--- src/sv/lpt_pkg.sv ---
// Package for the lowest priority task picker: transaction structs, function and
// status codes, and the entry record shared by the scan datapath.
// Depends on nothing; every other file imports it.
`default_nettype none

package lpt_pkg;

    localparam int TASK_IDX_W  = 6;
    localparam int PRIO_W      = 8;
    localparam int SLICE_W     = 32;

    localparam logic [PRIO_W-1:0] PRIO_CEILING = 8'd255;

    localparam logic [1:0] FUNC_CREATE = 2'd0;
    localparam logic [1:0] FUNC_PEEK   = 2'd1;
    localparam logic [1:0] FUNC_SCHED  = 2'd2;

    localparam logic [1:0] ST_OK   = 2'd0;
    localparam logic [1:0] ST_FULL = 2'd1;
    localparam logic [1:0] ST_NONE = 2'd2;

    typedef struct packed {
        logic [1:0]         func;
        logic [PRIO_W-1:0]  new_priority;
        logic [SLICE_W-1:0] new_timeslice;
    } lpt_req_t;

    typedef struct packed {
        logic [1:0]            status;
        logic [TASK_IDX_W-1:0] task_index;
        logic [PRIO_W-1:0]     picked_priority;
        logic [SLICE_W-1:0]    picked_timeslice;
    } lpt_rsp_t;

    typedef struct packed {
        logic [PRIO_W-1:0]     prio;
        logic [SLICE_W-1:0]    slice;
        logic [TASK_IDX_W-1:0] idx;
    } lpt_entry_t;

    // One table entry as read during a scan; first marks index zero.
    typedef struct packed {
        logic       first;
        lpt_entry_t entry;
    } lpt_cand_t;

    // Write and read controls from the sequencer to the task table.
    typedef struct packed {
        logic prio_we;
        logic slice_we;
        logic rd_en;
    } lpt_tbl_ctl_t;

endpackage

`default_nettype wire

--- src/sv/lpt_table.sv ---
// Task table: priority and timeslice memories with one write port and one
// registered read port. Depends on lpt_pkg.
`default_nettype none

module lpt_table
    import lpt_pkg::*;
#(
    parameter int DEPTH = 10,
    parameter int IDX_W = 4
) (
    input  wire logic                clk,
    input  wire lpt_tbl_ctl_t        ctl,
    input  wire logic [IDX_W-1:0]    wr_addr,
    input  wire logic [PRIO_W-1:0]   wr_prio,
    input  wire logic [SLICE_W-1:0]  wr_slice,
    input  wire logic [IDX_W-1:0]    rd_addr,
    output logic      [PRIO_W-1:0]   rd_prio,
    output logic      [SLICE_W-1:0]  rd_slice
);

    logic [PRIO_W-1:0]  prio_mem  [DEPTH];
    logic [SLICE_W-1:0] slice_mem [DEPTH];

    always_ff @(posedge clk)
    begin
        if (ctl.prio_we)
        begin
            prio_mem[wr_addr] <= wr_prio;
        end
        if (ctl.slice_we)
        begin
            slice_mem[wr_addr] <= wr_slice;
        end
        if (ctl.rd_en)
        begin
            rd_prio  <= prio_mem[rd_addr];
            rd_slice <= slice_mem[rd_addr];
        end
    end

endmodule

`default_nettype wire

--- src/sv/lpt_min.sv ---
// Compare unit: keeps the running minimum entry of a table scan.
// Depends on lpt_pkg.
`default_nettype none

module lpt_min
    import lpt_pkg::*;
(
    input  wire logic       clk,
    input  wire logic       cand_valid,
    input  wire lpt_cand_t  cand,
    output lpt_entry_t      best
);

    lpt_entry_t best_reg;
    lpt_entry_t best_next;

    // A strict less-than keeps the earlier index on a tie.
    always_comb
    begin
        best_next = best_reg;
        if (cand_valid && (cand.first || (cand.entry.prio < best_reg.prio)))
        begin
            best_next = cand.entry;
        end
    end

    always_ff @(posedge clk)
    begin
        best_reg <= best_next;
    end

    assign best = best_reg;

endmodule

`default_nettype wire

--- src/sv/lowest_priority_task_picker_with_aging.sv ---
// Lowest priority task picker with aging: top level sequencer and result register.
// Creates and misses go from idle straight to FIN; a peek or schedule on a nonempty table
// first reads every entry in SCAN, then passes through LAST and PICK before FIN.
// Throughput: one transaction at a time, set by the scan that reads one table entry per cycle.
// Reset clears the task count, the sequencer and the result valid flag; table contents stay
// undefined until written. Depends on lpt_pkg, lpt_table and lpt_min.
`default_nettype none

module lowest_priority_task_picker_with_aging
    import lpt_pkg::*;
#(
    parameter int MAX_ENTRIES = 10
) (
    input  wire logic     clk,
    input  wire logic     rst_n,
    input  wire logic     req_valid,
    output logic          req_stall,
    input  wire lpt_req_t req,
    output logic          rsp_valid,
    input  wire logic     rsp_stall,
    output lpt_rsp_t      rsp
);

    localparam int IDX_W = (MAX_ENTRIES > 1) ? $clog2(MAX_ENTRIES) : 1;
    localparam int CNT_W = $clog2(MAX_ENTRIES + 1);

    // The sequencer walks through these states for every transaction.
    // SCAN issues one table read per cycle, the compare unit consumes the read
    // data in the following cycle, LAST drains the final read, and PICK forms the answer
    // and writes back the aged priority. FIN holds the answer until the result
    // register is free.
    typedef enum logic [2:0] {
        S_IDLE,
        S_SCAN,
        S_LAST,
        S_PICK,
        S_FIN
    } state_t;

    state_t            state_reg,    state_next;
    logic [1:0]        func_reg,     func_next;
    logic [CNT_W-1:0]  count_reg,    count_next;
    logic [IDX_W-1:0]  scan_idx_reg, scan_idx_next;
    logic              rd_pend_reg,  rd_pend_next;
    logic [IDX_W-1:0]  rd_idx_reg,   rd_idx_next;
    lpt_rsp_t          res_reg,      res_next;
    logic              rsp_valid_reg, rsp_valid_next;
    lpt_rsp_t          rsp_reg,      rsp_next;

    lpt_tbl_ctl_t        tbl_ctl;
    logic [IDX_W-1:0]    tbl_wr_addr;
    logic [PRIO_W-1:0]   tbl_wr_prio;
    logic [PRIO_W-1:0]   tbl_rd_prio;
    logic [SLICE_W-1:0]  tbl_rd_slice;
    lpt_cand_t           cand;
    lpt_entry_t          best;

    lpt_table #(
        .DEPTH (MAX_ENTRIES),
        .IDX_W (IDX_W)
    ) u_table (
        .clk      (clk),
        .ctl      (tbl_ctl),
        .wr_addr  (tbl_wr_addr),
        .wr_prio  (tbl_wr_prio),
        .wr_slice (req.new_timeslice),
        .rd_addr  (scan_idx_reg),
        .rd_prio  (tbl_rd_prio),
        .rd_slice (tbl_rd_slice)
    );

    // The read data that arrives this cycle belongs to the index issued last cycle.
    always_comb
    begin
        cand.first       = (rd_idx_reg == '0);
        cand.entry.prio  = tbl_rd_prio;
        cand.entry.slice = tbl_rd_slice;
        cand.entry.idx   = TASK_IDX_W'(rd_idx_reg);
    end

    lpt_min u_min (
        .clk        (clk),
        .cand_valid (rd_pend_reg),
        .cand       (cand),
        .best       (best)
    );

    assign req_stall = (state_reg != S_IDLE);
    assign rsp_valid = rsp_valid_reg;
    assign rsp       = rsp_reg;

    always_comb
    begin
        state_next     = state_reg;
        func_next      = func_reg;
        count_next     = count_reg;
        scan_idx_next  = scan_idx_reg;
        rd_pend_next   = 1'b0;
        rd_idx_next    = rd_idx_reg;
        res_next       = res_reg;
        rsp_valid_next = rsp_valid_reg;
        rsp_next       = rsp_reg;
        tbl_ctl        = '0;
        tbl_wr_addr    = count_reg[IDX_W-1:0];
        tbl_wr_prio    = req.new_priority;

        // The consumer takes the waiting result.
        if (rsp_valid_reg && !rsp_stall)
        begin
            rsp_valid_next = 1'b0;
        end

        unique case (state_reg)
            S_IDLE:
            begin
                if (req_valid)
                begin
                    func_next = req.func;
                    res_next  = '0;
                    unique case (req.func) inside
                        FUNC_CREATE:
                        begin
                            if (count_reg < CNT_W'(MAX_ENTRIES))
                            begin
                                tbl_ctl.prio_we           = 1'b1;
                                tbl_ctl.slice_we          = 1'b1;
                                res_next.status           = ST_OK;
                                res_next.task_index       = TASK_IDX_W'(count_reg);
                                res_next.picked_priority  = req.new_priority;
                                res_next.picked_timeslice = req.new_timeslice;
                                count_next                = count_reg + 1'b1;
                            end
                            else
                            begin
                                res_next.status = ST_FULL;
                            end
                            state_next = S_FIN;
                        end
                        FUNC_PEEK, FUNC_SCHED:
                        begin
                            if (count_reg != '0)
                            begin
                                scan_idx_next = '0;
                                state_next    = S_SCAN;
                            end
                            else
                            begin
                                res_next.status = ST_NONE;
                                state_next      = S_FIN;
                            end
                        end
                        default:
                        begin
                            res_next.status = ST_NONE;
                            state_next      = S_FIN;
                        end
                    endcase
                end
            end
            S_SCAN:
            begin
                tbl_ctl.rd_en = 1'b1;
                rd_pend_next  = 1'b1;
                rd_idx_next   = scan_idx_reg;
                if ((CNT_W + 1)'(scan_idx_reg) + 1'b1 == (CNT_W + 1)'(count_reg))
                begin
                    state_next = S_LAST;
                end
                else
                begin
                    scan_idx_next = scan_idx_reg + 1'b1;
                end
            end
            S_LAST:
            begin
                state_next = S_PICK;
            end
            S_PICK:
            begin
                res_next.status           = ST_OK;
                res_next.task_index       = best.idx;
                res_next.picked_priority  = best.prio;
                res_next.picked_timeslice = best.slice;
                tbl_wr_addr               = best.idx[IDX_W-1:0];
                tbl_wr_prio               = best.prio + 1'b1;
                if ((func_reg == FUNC_SCHED) && (best.prio != PRIO_CEILING))
                begin
                    tbl_ctl.prio_we = 1'b1;
                end
                state_next = S_FIN;
            end
            S_FIN:
            begin
                if (!rsp_valid_reg || !rsp_stall)
                begin
                    rsp_valid_next = 1'b1;
                    rsp_next       = res_reg;
                    state_next     = S_IDLE;
                end
            end
            default:
            begin
                state_next = S_IDLE;
            end
        endcase
    end

    always_ff @(posedge clk or negedge rst_n)
    begin
        if (!rst_n)
        begin
            state_reg     <= S_IDLE;
            count_reg     <= '0;
            rd_pend_reg   <= 1'b0;
            rsp_valid_reg <= 1'b0;
        end
        else
        begin
            state_reg     <= state_next;
            count_reg     <= count_next;
            rd_pend_reg   <= rd_pend_next;
            rsp_valid_reg <= rsp_valid_next;
        end
    end

    always_ff @(posedge clk)
    begin
        func_reg     <= func_next;
        scan_idx_reg <= scan_idx_next;
        rd_idx_reg   <= rd_idx_next;
        res_reg      <= res_next;
        rsp_reg      <= rsp_next;
    end

    // The task count only ever grows by exactly one.
    assert property (@(posedge clk) disable iff (!rst_n)
        (count_reg != $past(count_reg)) |-> (count_reg == $past(count_reg) + 1'b1))
    else $error("task count changed by other than one");

    // The task count never exceeds the table size.
    assert property (@(posedge clk) disable iff (!rst_n)
        count_reg <= CNT_W'(MAX_ENTRIES))
    else $error("task count beyond table size");

    // Read data is only fed to the compare unit while a scan is running.
    assert property (@(posedge clk) disable iff (!rst_n)
        rd_pend_reg |-> ((state_reg == S_SCAN) || (state_reg == S_LAST)))
    else $error("compare unit fed outside a scan");

    // A successful result always names an entry inside the table.
    assert property (@(posedge clk) disable iff (!rst_n)
        (rsp_valid_reg && (rsp_reg.status == ST_OK))
            |-> ({1'b0, rsp_reg.task_index} < (TASK_IDX_W + 1)'(MAX_ENTRIES)))
    else $error("result index outside the table");

endmodule

`default_nettype wire

--- config.mk ---
export PLATFORM = sky130hd
export DESIGN_NAME = lowest_priority_task_picker_with_aging
export DESIGN_NICKNAME = d
export VERILOG_FILES = /design/src/sv/lpt_pkg.sv /design/src/sv/lpt_table.sv /design/src/sv/lpt_min.sv /design/src/sv/lowest_priority_task_picker_with_aging.sv
export SDC_FILE = /design/constraint.sdc
export NUM_CORES = 1
export LEC_CHECK = 0
export BUFFER_PORTS_ARGS = -buffer_cell sky130_fd_sc_hd__buf_2
export CORE_ASPECT_RATIO = 0.5
export CORE_MARGIN = 4
export CORE_UTILIZATION = 45
export CTS_BUF_LIST = sky130_fd_sc_hd__clkbuf_4 sky130_fd_sc_hd__clkbuf_8 sky130_fd_sc_hd__clkbuf_16
export DETAILED_ROUTE_END_ITERATION = 6
export PLACE_DENSITY = 0.68
export SLEW_MARGIN = 20
export SYNTH_ARGS = -nofsm -noshare
export SYNTH_HDL_FRONTEND = slang
export SYNTH_SLANG_ARGS = --single-unit
--- constraint.sdc ---
create_clock -name clk -period 9.6 [get_ports clk]
set_clock_uncertainty 0.1 [all_clocks]
set_input_delay 1.44 -clock clk [delete_from_list [all_inputs] [get_ports clk]]
set_output_delay 1.44 -clock clk [all_outputs]
set_load 0.02 [all_outputs]
==> impl_summary.log <==
INFO  metric outcome = finished, final reports clean
INFO  metric critPathLaunchType = register
INFO  metric ctsHoldBuffers = 0
INFO  metric cts_buffer_depth = 3
INFO  metric post_route_cells_drive_above_1_share = 22.8%
INFO  metric clk_pin_slew_worst_paths = 70 ps
INFO  metric setup_viol = 0
INFO  metric timing.critical_path.fanout_max = 66
INFO  metric registers.top_by_ff_count = u_table.slice_mem
INFO  metric biggestRegsByFlops = u_table.slice_mem: 320 flops, u_table.prio_mem: 80 flops
INFO  metric synth-compound-area-share = 4.02%
INFO  metric ys_async_rst_share = 1.51%
INFO  metric critical_path.top_delay_family = simple AND/OR/NAND/NOR gates
INFO  metric globalRouteOverflowTotal = 0
INFO  metric filler_cell_count = 3750
INFO  metric crit_chain = nand3b_1 > buf_4 > mux2i_1 > or2_2 > nor2_4 > buf_16
INFO  metric drc = 0
INFO  metric total_routed_length = 44.5 mm
INFO  metric timing.final.crit_period = 3450 ps
INFO  metric synth_area_per_cell = 19.2 sq um
INFO  metric dominantRegCellSynth = sky130_fd_sc_hd__edfxtp_1
INFO  metric initial_antenna_violation_count = 1
INFO  metric portion_of_netlist_area_occupied_by_mux_cells = 9.95%
INFO  metric totalPowerFinal = 4.97 mW
INFO  metric synth-xor-area-share = 0.608%
INFO  metric tightestPinTransition = 1100 ps
INFO  metric dpl.hpwl = 24.8 mm
INFO  metric p_leak = 8.24 nW
INFO  metric drt_iter0_markers = 1034
INFO  metric postSynthRegisterBits = 595
INFO  metric netlist_instances = 1180
INFO  metric detailroute.via_count = 11100
INFO  metric chipWidth = 325 um
INFO  metric initial_utilization = 46.1%
INFO  metric layout.cell_area.non_filler = 25800 sq um
INFO  metric timing.final.max_slew_violations = 0
INFO  metric floorplan.die_area = 54200 sq um
INFO  metric maxSlewHeadroom = 25.9%
INFO  metric worst_setup_path_end_kind = register
INFO  metric numClockSinks = 595
INFO  metric synth_top_family_by_area = multiplexers
INFO  metric netlist_area = 22700 sq um
INFO  metric design.final.nets = 1349
INFO  metric drt-wirelength-per-cell = 22.5 um
INFO  metric cp_num_buf_inv = 2
INFO  metric max-vdd-ir-drop = 0.124 mV
INFO  metric cts-buffers-inserted = 51
INFO  metric via_cell_ratio = 5.60
INFO  metric placementRows = 57
INFO  metric dieHeight = 167 um
INFO  metric type_of_the_worst_setup_path = reg2reg
INFO  metric top_level_ports = 96
INFO  metric pwr_density_cell = 193 nW/um^2
INFO  metric core_area = 49100 sq um
INFO  metric cpPeakStageDelay = 690 ps
INFO  metric cts_post_setup_buffers_inserted = 0
INFO  metric detailroute.wirelength.met3 = 2.54 mm
INFO  metric report.final.hold_viol_count = 0
INFO  metric tritoncts_clock_tree = built
INFO  metric h-tree-depth = 2
INFO  metric routedLengthMet1 = 19.4 mm
INFO  metric grt.total_usage = 16.2%
INFO  metric grt_first_pass_wirelength = 68.6 mm
INFO  metric met2WireLength = 21.8 mm
INFO  metric yosys.cell_types.count = 51
INFO  metric clock_tree.root_cell = sky130_fd_sc_hd__clkbuf_16
INFO  metric synth_seq_area_share = 78.7%
INFO  metric drtAntennaViolNets = 0
INFO  metric grt_max_degree = 126
INFO  metric data_arrival_critical_path = 3640 ps
INFO  metric commonest_non_fill_non_tap_cell_in_the_layout = sky130_fd_sc_hd__edfxtp_1
INFO  metric worst_hold_path_type = reg2reg
INFO  metric place_congestion = 0.800
INFO  metric number_of_enable_flip_flop_cells_after_synthesis = 586
INFO  metric antenna_cells = 0
INFO  metric synth_simple_gate_area_share = 4.29%
INFO  metric port_buffers = 93
INFO  metric post_cts_resize_count = 0
INFO  metric worst_skew_pair_later_pin_latency = 590 ps
INFO  metric max_cap_violations = 0
INFO  metric detailedRoute.firstPassIterationCount = 7
INFO  metric area.growth.synth_to_final = 13.8%
INFO  metric tns = 0 ps
INFO  metric dpl_cell_area = 23900 sq um
INFO  metric top_layer_used = met5
INFO  metric finalCritPeriodShare = 35.9%
INFO  metric clock.fmax = 0.290 GHz
INFO  metric first_global_vias = 11400
INFO  metric largest_register_ff_count = 320
INFO  metric cp.required = 9790 ps
INFO  metric timing.critical_path.slowest_stage_cell = sky130_fd_sc_hd__buf_4
INFO  metric layout_common_cells = sky130_fd_sc_hd__edfxtp_1 (586), sky130_fd_sc_hd__buf_2 (93), sky130_fd_sc_hd__nand2_1 (89), sky130_fd_sc_hd__mux4_2 (80), sky130_fd_sc_hd__clkbuf_16 (52)
INFO  metric syn_warnings = 0
INFO  metric unrepaired_setup_endpoints_after_global_routing = false
INFO  metric synth-adder-area-share = 0.718%
## worst paths after layout
path                                            from                       to  slack [ps]  depth (start not counted)
worst min-delay path            u_table.rd_slice[31]           u_min.best[37]         320                          0
worst max-delay path                    state_reg[2]  u_table.slice_mem[5][6]        6150                          6
max in group asynchronous                      rst_n             count_reg[0]        8610                          1
worst min register to register  u_table.rd_slice[31]           u_min.best[37]         320                          0
worst max register to register          state_reg[2]  u_table.slice_mem[5][6]        6150                          6
min in group asynchronous                      rst_n             count_reg[1]         600                          1
## cells by family (layout without fill, tap and decap cells)
kind of cell | count (synthesis) | after routing
adder cells (fa/ha/maj) | 13 | 13
AND/OR/NAND/NOR | 201 | 201
AO/OA/AOI/OAI | 152 | 152
flip-flops | 595 | 595
multiplexers | 125 | 125
XOR/XNOR | 14 | 14
buffers and inverters | 79 | 227
other | 1 | 2
## per-stage QoR
| step | std cells | hold slack, ps | setup slack, ps | utilization [%] |
|---|---|---|---|---|
| 2_1_floorplan | 1181 | 300 | 4840 | - |
| 3_3_place_gp | 1878 | 301 | 5610 | 48.5 |
| 3_5_place_dp | 1878 | 305 | 5530 | 48.5 |
| 4_1_cts | 1970 | 313 | 6000 | 52.0 |
| 5_1_grt | 1978 | 323 | 5970 | 52.5 |
| 6_report | 1978 | 316 | 6150 | 52.5 |
## layout make-up
type,count,area (sq um),area share (%)
well taps,649,812,3.15
multi-input cells,507,4560,17.7
clock inverters,30,323,1.25
clock buffers,62,1380,5.34
flip-flops and latches,595,17800,69.1
repair buffers,120,833,3.23
inverters,15,56.3,0.218
## synthesized netlist by cell type, drive strengths merged, types with 2 or more instances
master | instances | area, sq um
nor2b | 46 | 288
nand3 | 11 | 60.1
nor4b | 2 | 17.5
ha | 13 | 163
o21ai | 45 | 225
nor4 | 2 | 12.5
a21o | 2 | 15.0
dfrtp | 9 | 225
a211oi | 41 | 308
nand3b | 2 | 15.0
inv | 15 | 56.3
mux4 | 80 | 1800
or2 | 2 | 12.5
buf | 31 | 211
mux2i | 44 | 440
nand2 | 90 | 338
a31oi | 2 | 12.5
o22ai | 10 | 62.6
nor3b | 3 | 22.5
edfxtp | 586 | 17600
nor2 | 22 | 85.1
xnor2 | 11 | 96.3
nor3 | 12 | 60.1
nand2b | 3 | 18.8
xor2 | 2 | 17.5
clkbuf | 33 | 124
a21oi | 44 | 220
## power by group
group / internal [mW] / total (mW) / switching, mW
sequential: 2.84 / 2.84 / 0.0000000000000000245
clock: 1.19 / 2.08 / 0.896
combinational: 0.0128 / 0.0528 / 0.0400
## layer usage
layer,global-route usage [%],vias up
met2,26.9,343
met4,3.64,2
met5,0,-
met1,22.7,5776
li1,-,4893
met3,2.77,61
No activity file was read; power rests on OpenSTA's default activity.
